### config.mk
export PLATFORM = sky130hd
export DESIGN_NAME = sbus_channel_decoder_core
export DESIGN_NICKNAME = d
export VERILOG_FILES = /design/src/rtl/sbusd_pkg.sv /design/src/rtl/sbusd_unpack.sv /design/src/rtl/sbusd_scale.sv /design/src/rtl/sbus_channel_decoder_core.sv
export VERILOG_INCLUDE_DIRS = /design/src /design/src/rtl
export SDC_FILE = /design/constraint.sdc
export NUM_CORES = 1
export LEC_CHECK = 0
export ABC_AREA = 1
export BUFFER_PORTS_ARGS = -buffer_cell sky130_fd_sc_hd__buf_2
export CORE_UTILIZATION = 65
export DETAILED_ROUTE_END_ITERATION = 8
export GPL_TIMING_DRIVEN = 1
export PLACE_DENSITY = 0.83
export SKIP_CTS_REPAIR_TIMING = 1
export SLEW_MARGIN = 10
export SYNTH_ARGS = -nofsm -noshare
export SYNTH_HDL_FRONTEND = slang
export SYNTH_SLANG_ARGS = --single-unit
### constraint.sdc
create_clock -name i_clk -period 8.15 [get_ports i_clk]
set_clock_uncertainty 0.1 [all_clocks]
set_input_delay 0.815 -clock i_clk [delete_from_list [all_inputs] [get_ports i_clk]]
set_output_delay 0.815 -clock i_clk [all_outputs]
set_load 0.005 [all_outputs]
### src/rtl/sbus_channel_decoder_core_defines.svh
// ----------------------------------------------------------------------------
// SBUS channel decoder assertion macros
// Shared concurrent check forms, clocked on i_clk and held off in reset.
// ----------------------------------------------------------------------------
`ifndef SBUS_CHANNEL_DECODER_CORE_DEFINES_SVH
`define SBUS_CHANNEL_DECODER_CORE_DEFINES_SVH

// prop must hold at every edge out of reset
`define SBUSD_ASSERT(lbl, prop, msg) \
    lbl: assert property (@(posedge i_clk) disable iff (!i_rst_n) prop) else $error(msg);

// expr must never be true out of reset
`define SBUSD_NEVER(lbl, expr, msg) \
    lbl: assert property (@(posedge i_clk) disable iff (!i_rst_n) !(expr)) else $error(msg);

`endif

### src/rtl/sbusd_pkg.sv
// ----------------------------------------------------------------------------
// SBUS channel decoder package
// Field widths, frame constants, register indexes and the channel record.
// ----------------------------------------------------------------------------
`timescale 1ns / 1ps
`default_nettype none

package sbusd_pkg;

    localparam int RAW_W    = 11;
    localparam int GAIN_W   = 10;
    localparam int OFFSET_W = 12;
    localparam int VALUE_W  = 13;
    localparam int CHAN_W   = 4;
    localparam int ACC_W    = 18;
    localparam int HELD_W   = 5;
    localparam int SEEN_W   = 5;
    localparam int PROD_W   = RAW_W + GAIN_W;

    localparam logic [7:0]        SYNC_BYTE    = 8'h0F;
    localparam logic [HELD_W-1:0] RAW_BITS     = 5'd11;
    localparam logic [SEEN_W-1:0] DATA_BYTES   = 5'd22;
    localparam logic [CHAN_W-1:0] LAST_CHANNEL = 4'd15;

    // floor(x/1000) == (x*RECIP_MULT) >> RECIP_SHIFT, exact for x < 2^21
    localparam int               RECIP_SHIFT = 31;
    localparam int               RECIP_W     = 22;
    localparam logic [RECIP_W-1:0] RECIP_MULT = 22'd2147484;
    localparam int               QPROD_W     = PROD_W + RECIP_W;

    localparam logic [GAIN_W-1:0]   GAIN_RESET   = 10'd753;
    localparam logic [OFFSET_W-1:0] OFFSET_RESET = 12'd757;

    typedef enum logic [1:0] {
        CFG_ENABLE = 2'd0,
        CFG_GAIN   = 2'd1,
        CFG_OFFSET = 2'd2,
        CFG_SPARE  = 2'd3
    } t_cfg_index;

    typedef struct packed {
        logic              last;
        logic [CHAN_W-1:0] idx;
        logic [RAW_W-1:0]  raw;
    } t_chan;

endpackage

`default_nettype wire

### src/rtl/sbusd_unpack.sv
// ----------------------------------------------------------------------------
// SBUS frame unpacker
// Tracks the frame, gathers data bytes LSB-first and registers each 11-bit
// channel as it completes.
// ----------------------------------------------------------------------------
`timescale 1ns / 1ps
`default_nettype none
`include "sbus_channel_decoder_core_defines.svh"

module sbusd_unpack (
    input  wire logic                i_clk,
    input  wire logic                i_rst_n,
    input  wire logic                i_accept,
    input  wire logic [7:0]          i_byte,
    input  wire logic                i_start,
    input  wire logic                i_enable,
    input  wire logic                i_drain,
    output logic                     o_valid,
    output sbusd_pkg::t_chan         o_chan
);

    logic                            r_in_frame, n_in_frame;
    logic [sbusd_pkg::SEEN_W-1:0]    r_seen, n_seen;
    logic [sbusd_pkg::ACC_W-1:0]     r_acc, n_acc;
    logic [sbusd_pkg::HELD_W-1:0]    r_held, n_held;
    logic [sbusd_pkg::CHAN_W-1:0]    r_next, n_next;
    logic                            r_valid;
    sbusd_pkg::t_chan                r_chan;

    logic                            emit;
    sbusd_pkg::t_chan                chan;
    logic [sbusd_pkg::ACC_W-1:0]     acc_or;
    logic [sbusd_pkg::HELD_W-1:0]    held_sum;
    logic [sbusd_pkg::SEEN_W-1:0]    seen_inc;

    always_comb begin
        n_in_frame = r_in_frame;
        n_seen     = r_seen;
        n_acc      = r_acc;
        n_held     = r_held;
        n_next     = r_next;
        emit       = 1'b0;
        acc_or     = r_acc | (sbusd_pkg::ACC_W'(i_byte) << r_held[3:0]);
        held_sum   = r_held + 5'd8;
        seen_inc   = r_seen + 5'd1;
        chan.raw   = acc_or[sbusd_pkg::RAW_W-1:0];
        chan.idx   = r_next;
        chan.last  = (r_next == sbusd_pkg::LAST_CHANNEL);

        if (i_accept && i_enable) begin
            if (i_start) begin
                n_in_frame = (i_byte == sbusd_pkg::SYNC_BYTE);
                n_seen     = '0;
                n_acc      = '0;
                n_held     = '0;
                n_next     = '0;
            end else if (r_in_frame) begin
                n_seen = seen_inc;
                if (seen_inc >= sbusd_pkg::DATA_BYTES) begin
                    n_in_frame = 1'b0;
                end
                if (held_sum >= sbusd_pkg::RAW_BITS) begin
                    emit   = 1'b1;
                    n_acc  = acc_or >> sbusd_pkg::RAW_W;
                    n_held = held_sum - sbusd_pkg::RAW_BITS;
                    n_next = r_next + 4'd1;
                end else begin
                    n_acc  = acc_or;
                    n_held = held_sum;
                end
            end
        end
    end

    always_ff @(posedge i_clk) begin
        if (!i_rst_n) begin
            r_in_frame <= 1'b0;
            r_seen     <= '0;
            r_acc      <= '0;
            r_held     <= '0;
            r_next     <= '0;
            r_valid    <= 1'b0;
        end else begin
            r_in_frame <= n_in_frame;
            r_seen     <= n_seen;
            r_acc      <= n_acc;
            r_held     <= n_held;
            r_next     <= n_next;
            // a new beat replaces the stage; otherwise empty it once passed on
            if (i_accept) begin
                r_valid <= emit;
            end else if (i_drain) begin
                r_valid <= 1'b0;
            end
        end
    end

    always_ff @(posedge i_clk) begin
        if (i_accept) begin
            r_chan <= chan;
        end
    end

    assign o_valid = r_valid;
    assign o_chan  = r_chan;

    `SBUSD_NEVER(a_held_range, r_held > 5'd10, "bit count above ten between beats")
    `SBUSD_ASSERT(a_frame_bytes,
        r_in_frame |-> r_seen < sbusd_pkg::DATA_BYTES,
        "open frame past its data bytes")
    `SBUSD_ASSERT(a_last_closes,
        (r_valid && r_chan.last) |-> (!r_in_frame && r_seen == sbusd_pkg::DATA_BYTES),
        "last channel without a closed frame")

endmodule

`default_nettype wire

### src/rtl/sbusd_scale.sv
// ----------------------------------------------------------------------------
// SBUS channel scaler
// Two stages: raw times gain, then divide by 1000 through a reciprocal
// product and add the offset into the output register.
// ----------------------------------------------------------------------------
`timescale 1ns / 1ps
`default_nettype none

module sbusd_scale (
    input  wire logic                            i_clk,
    input  wire logic                            i_rst_n,
    input  wire logic                            i_valid,
    input  wire sbusd_pkg::t_chan                i_chan,
    input  wire logic [sbusd_pkg::GAIN_W-1:0]    i_gain,
    input  wire logic [sbusd_pkg::OFFSET_W-1:0]  i_offset,
    input  wire logic                            i_out_ready,
    output logic                                 o_ready,
    output logic                                 o_valid,
    output logic [sbusd_pkg::CHAN_W-1:0]         o_idx,
    output logic [sbusd_pkg::VALUE_W-1:0]        o_value,
    output logic                                 o_last
);

    logic                               r_v2, r_v3;
    logic [sbusd_pkg::PROD_W-1:0]       r_prod;
    logic [sbusd_pkg::CHAN_W-1:0]       r_idx2, r_idx3;
    logic                               r_last2, r_last3;
    logic [sbusd_pkg::VALUE_W-1:0]      r_value;

    logic                               ready2, ready3;
    logic [sbusd_pkg::QPROD_W-1:0]      qprod;
    logic [sbusd_pkg::VALUE_W-1:0]      quot;

    assign ready3 = !r_v3 || i_out_ready;
    assign ready2 = !r_v2 || ready3;

    assign qprod = sbusd_pkg::QPROD_W'(r_prod) * sbusd_pkg::QPROD_W'(sbusd_pkg::RECIP_MULT);
    assign quot  = sbusd_pkg::VALUE_W'(qprod >> sbusd_pkg::RECIP_SHIFT);

    always_ff @(posedge i_clk) begin
        if (!i_rst_n) begin
            r_v2 <= 1'b0;
            r_v3 <= 1'b0;
        end else begin
            if (ready2) begin
                r_v2 <= i_valid;
            end
            if (ready3) begin
                r_v3 <= r_v2;
            end
        end
    end

    always_ff @(posedge i_clk) begin
        if (ready2) begin
            r_prod  <= sbusd_pkg::PROD_W'(i_chan.raw) * sbusd_pkg::PROD_W'(i_gain);
            r_idx2  <= i_chan.idx;
            r_last2 <= i_chan.last;
        end
        if (ready3) begin
            r_value <= quot + sbusd_pkg::VALUE_W'(i_offset);
            r_idx3  <= r_idx2;
            r_last3 <= r_last2;
        end
    end

    assign o_ready = ready2;
    assign o_valid = r_v3;
    assign o_idx   = r_idx3;
    assign o_value = r_value;
    assign o_last  = r_last3;

endmodule

`default_nettype wire

### src/rtl/sbus_channel_decoder_core.sv
// Pipeline: three register stages; m_axis_tvalid rises once a channel has passed the
// unpack, gain product and output registers after the byte completing it is accepted.
// Throughput: one byte beat per cycle while m_axis_tready does not hold the pipeline back; the
// three-stage pipeline (unpack, gain product, reciprocal divide and offset) advances whenever the output drains.
// Reset (i_rst_n low, synchronous): frame closed, pipeline empty, decoding
// disabled, gain 753 and offset 757.
// ----------------------------------------------------------------------------
// SBUS channel decoder core
// Byte stream in, scaled 16-channel values out, plus a register write port.
// ----------------------------------------------------------------------------
`timescale 1ns / 1ps
`default_nettype none

module sbus_channel_decoder_core (
    input  wire logic         i_clk,
    input  wire logic         i_rst_n,
    input  wire logic         s_axis_tvalid,
    output logic              s_axis_tready,
    input  wire logic [7:0]   s_axis_tdata,   // [7:0] rx_byte
    input  wire logic [0:0]   s_axis_tuser,   // [0] frame_start
    output logic              m_axis_tvalid,
    input  wire logic         m_axis_tready,
    output logic [15:0]       m_axis_tdata,   // [12:0] channel_value, [15:13] zero
    output logic [3:0]        m_axis_tuser,   // [3:0] channel_index
    output logic              m_axis_tlast,   // last_channel
    input  wire logic         i_cfg_valid,
    output logic              o_cfg_ready,
    input  wire logic [1:0]   i_cfg_index,
    input  wire logic [11:0]  i_cfg_data
);

    logic                                r_enable;
    logic [sbusd_pkg::GAIN_W-1:0]        r_gain;
    logic [sbusd_pkg::OFFSET_W-1:0]      r_offset;

    logic                                accept;
    logic                                s1_valid;
    sbusd_pkg::t_chan                    s1_chan;
    logic                                s2_ready;
    logic [sbusd_pkg::VALUE_W-1:0]       out_value;

    assign o_cfg_ready = 1'b1;

    always_ff @(posedge i_clk) begin
        if (!i_rst_n) begin
            r_enable <= 1'b0;
            r_gain   <= sbusd_pkg::GAIN_RESET;
            r_offset <= sbusd_pkg::OFFSET_RESET;
        end else if (i_cfg_valid) begin
            unique case (sbusd_pkg::t_cfg_index'(i_cfg_index))
                sbusd_pkg::CFG_ENABLE: r_enable <= i_cfg_data[0];
                sbusd_pkg::CFG_GAIN:   r_gain   <= i_cfg_data[sbusd_pkg::GAIN_W-1:0];
                sbusd_pkg::CFG_OFFSET: r_offset <= i_cfg_data;
                default: ;
            endcase
        end
    end

    // stage one loads whenever it is empty or its content moves on
    assign s_axis_tready = !s1_valid || s2_ready;
    assign accept        = s_axis_tvalid && s_axis_tready;

    sbusd_unpack u_unpack (
        .i_clk    (i_clk),
        .i_rst_n  (i_rst_n),
        .i_accept (accept),
        .i_byte   (s_axis_tdata),
        .i_start  (s_axis_tuser[0]),
        .i_enable (r_enable),
        .i_drain  (s2_ready),
        .o_valid  (s1_valid),
        .o_chan   (s1_chan)
    );

    sbusd_scale u_scale (
        .i_clk       (i_clk),
        .i_rst_n     (i_rst_n),
        .i_valid     (s1_valid),
        .i_chan      (s1_chan),
        .i_gain      (r_gain),
        .i_offset    (r_offset),
        .i_out_ready (m_axis_tready),
        .o_ready     (s2_ready),
        .o_valid     (m_axis_tvalid),
        .o_idx       (m_axis_tuser),
        .o_value     (out_value),
        .o_last      (m_axis_tlast)
    );

    assign m_axis_tdata = {3'b000, out_value};

endmodule

`default_nettype wire
==> flow_summary.toml <==
[cells_and_area]
regArea_um2 = 2980
syn2layout_area_growth_pct = 6.57
nNetsFinal = 2466
drive_gt1_share_pct = 5.29
layoutNonFillerInstCount = 2361
fill_cells = 1902
multi_input_area_um2 = 10800
num_antenna_cells = 0

[yosys]
synth_area_leader_cell = "fa_1"
synthCells = 2004
synth_sequential_area_ratio_pct = 19.0
syn_area_per_cell_um2 = 7.83
synth_edf_count = 60
yosysTopAreaCellShare_pct = 20.7
synthesis.area_um2 = 15700
synth_cell_types = 46
yosys_most_used_dff = "edfxtp_1"
synthTopCellsByArea = "fa_1 (21%), ha_1 (20%), nand2_1 (12%)"
ys_seq_elements = 119
async_flop_share_pct = 0
synth_warnings = 0

[critical_path]
critPathKind = "reg2reg"
slowest_delay_ps = 550
cp-end-kind = "flip-flop"
timing.rr.start = "u_scale.r_prod[7]"
crit_fanout = 6
crit_required_ps = 8240
path_delay_family = "adder cells"
regToRegSetupSlack_ps = 1340
critPathBufInv = 7
cp-start-kind = "flip-flop"
cp.arrival_ps = 6910
slowest_stage = "fa_1"
crit_start = "u_scale.r_prod[7]"

[global_routing]
grt_usage_pct = 34.2
overflow = 0
grt_max_degree = 35
grt_pass1_wl_um = 64500
antenna_found_initial = 0
grt_pass1_vias = 13100

[routing]
first_iter_violations = 1119
wl_met2_um = 19800
viasPerCell = 5.52
drt-met1-wl_um = 16100
drc = 0
drt_first_pass_iters = 5
drt_wl_total_um = 39900
top_layer_used = "met4"
dr_wl_met3_um = 2230
ant_nets = 0
wl_per_cell_um = 16.9
vias = 13000

[floorplanning]
die_w_um = 157
num_io_pins = 52
die-area_um2 = 24800
fp.coreArea_um2 = 23600
die_h_um = 157
placementRows = 56
initial_core_util_pct = 66.5

[status]
status = "completed"

[timing]
period_minus_slack_ps = 6810
rsz0062_at_grt = "no"
timing.fmax_mhz = 147
final.period_utilization_pct = 83.6
finalSetupTns_ps = 0
slew-limit-headroom_pct = 31.7
setup-violations-final = 0
tightest_slew_ps = 1020
hold_violations = 0
slew_violations = 0

[clock_network]
clk_path_buf_depth = 2
cts.htree.levels = 4
path_clk_slew_ps = 70
cts_tree = "done"
clock_latency_ps = 430
numCtsBuffers = 17
root_buffer = "clkbuf_16"
clock_sinks = 119

[place]
routabilityCongestion = 0.993
hpwlAfterDp_um = 32400
port-buffer-count = 47
dpl.cell_count = 2329

[min_path]
min_from = "u_unpack.o_chan[13]"
min_path_type = "reg2reg"

[flow_run]
drv_cap = 0
[worst paths after layout]
check                   endpoint  cells past startpoint
min reg2reg    u_scale.r_idx2[2]                      0
max          u_scale.o_value[10]                     31
min            u_scale.r_idx2[2]                      0
max reg2reg  u_scale.o_value[10]                     31
[layer usage]
layer,vias to the layer above,track usage (%)
met1,6187,41.5
met3,118,5.07
met5,-,0
met2,456,59.8
li1,6267,-
met4,0,15.9
[synthesized netlist by cell type, drive strengths merged, types with 15 or more instances]
master	instances
xor2	22
nand4	19
edfxtp	60
ha	247
nor3	15
nor2	114
dfxtp	59
o21ai	51
nand3	80
nand2	502
a21oi	97
o21bai	16
inv	459
fa	162
clkbuf	33
[layout by cell type, fill, tap and decap left out, types with 40 or more instances in the layout]
cell type / synthesis / layout
ha_1: 247 / 247
inv_1: 456 / 456
edfxtp_1: 60 / 60
buf_2: 3 / 47
nor2_1: 108 / 108
nand2_1: 496 / 496
nand3_1: 79 / 79
fa_1: 162 / 162
o21ai_0: 40 / 40
a21oi_1: 97 / 97
dfxtp_1: 59 / 59
[state kept, by name, indices dropped and copies added (netlist names), 5 cells and up]
register         count
r_gain              10
r_offset            12
u_scale.o_value     13
u_scale.r_prod      21
u_unpack.o_chan     16
u_unpack.r_acc      18
u_unpack.r_held      5
u_unpack.r_seen      5
[stage by stage]
stage | hold slack [ps] | util, % | cell area (um2) | setup slack, ps
after global routing | 325 | 70.9 | 16700 | 709
final | 314 | 70.9 | 16700 | 1340
after floorplan | 300 | - | 15700 | 1820
after global placement | 308 | 68.3 | 16100 | 1470
after CTS | 317 | 70.9 | 16700 | 1360
after detailed placement | 305 | 68.3 | 16100 | 1340
[kinds of logic (layout without fill, tap and decap cells)]
| group | after synthesis | in the layout | synth area share (%) |
|---|---|---|---|
| buf+inv | 507 | 543 | 12.5 |
| flops | 119 | 119 | 19.0 |
| fa+ha+maj | 409 | 409 | 40.3 |
| other cells | 2 | 4 | 0.0478 |
| simple gates | 744 | 744 | 19.5 |
| xor+xnor | 32 | 32 | 1.79 |
| compound gates | 191 | 191 | 6.91 |
[cell type report]
cell class                      instances  share of cell area (%)
Timing Repair Buffer                   50                    1.54
Tap cell                              319                    2.39
Inverter                              461                    10.3
Sequential cell                       119                    17.8
Multi-Input combinational cell       1380                    64.4
Clock buffer                           17                    2.54
Clock inverter                         15                    1.00
Power is left out: the tool's default activity adds up to more than one toggle a clock period on the data nets, which glitch-free logic cannot reach.
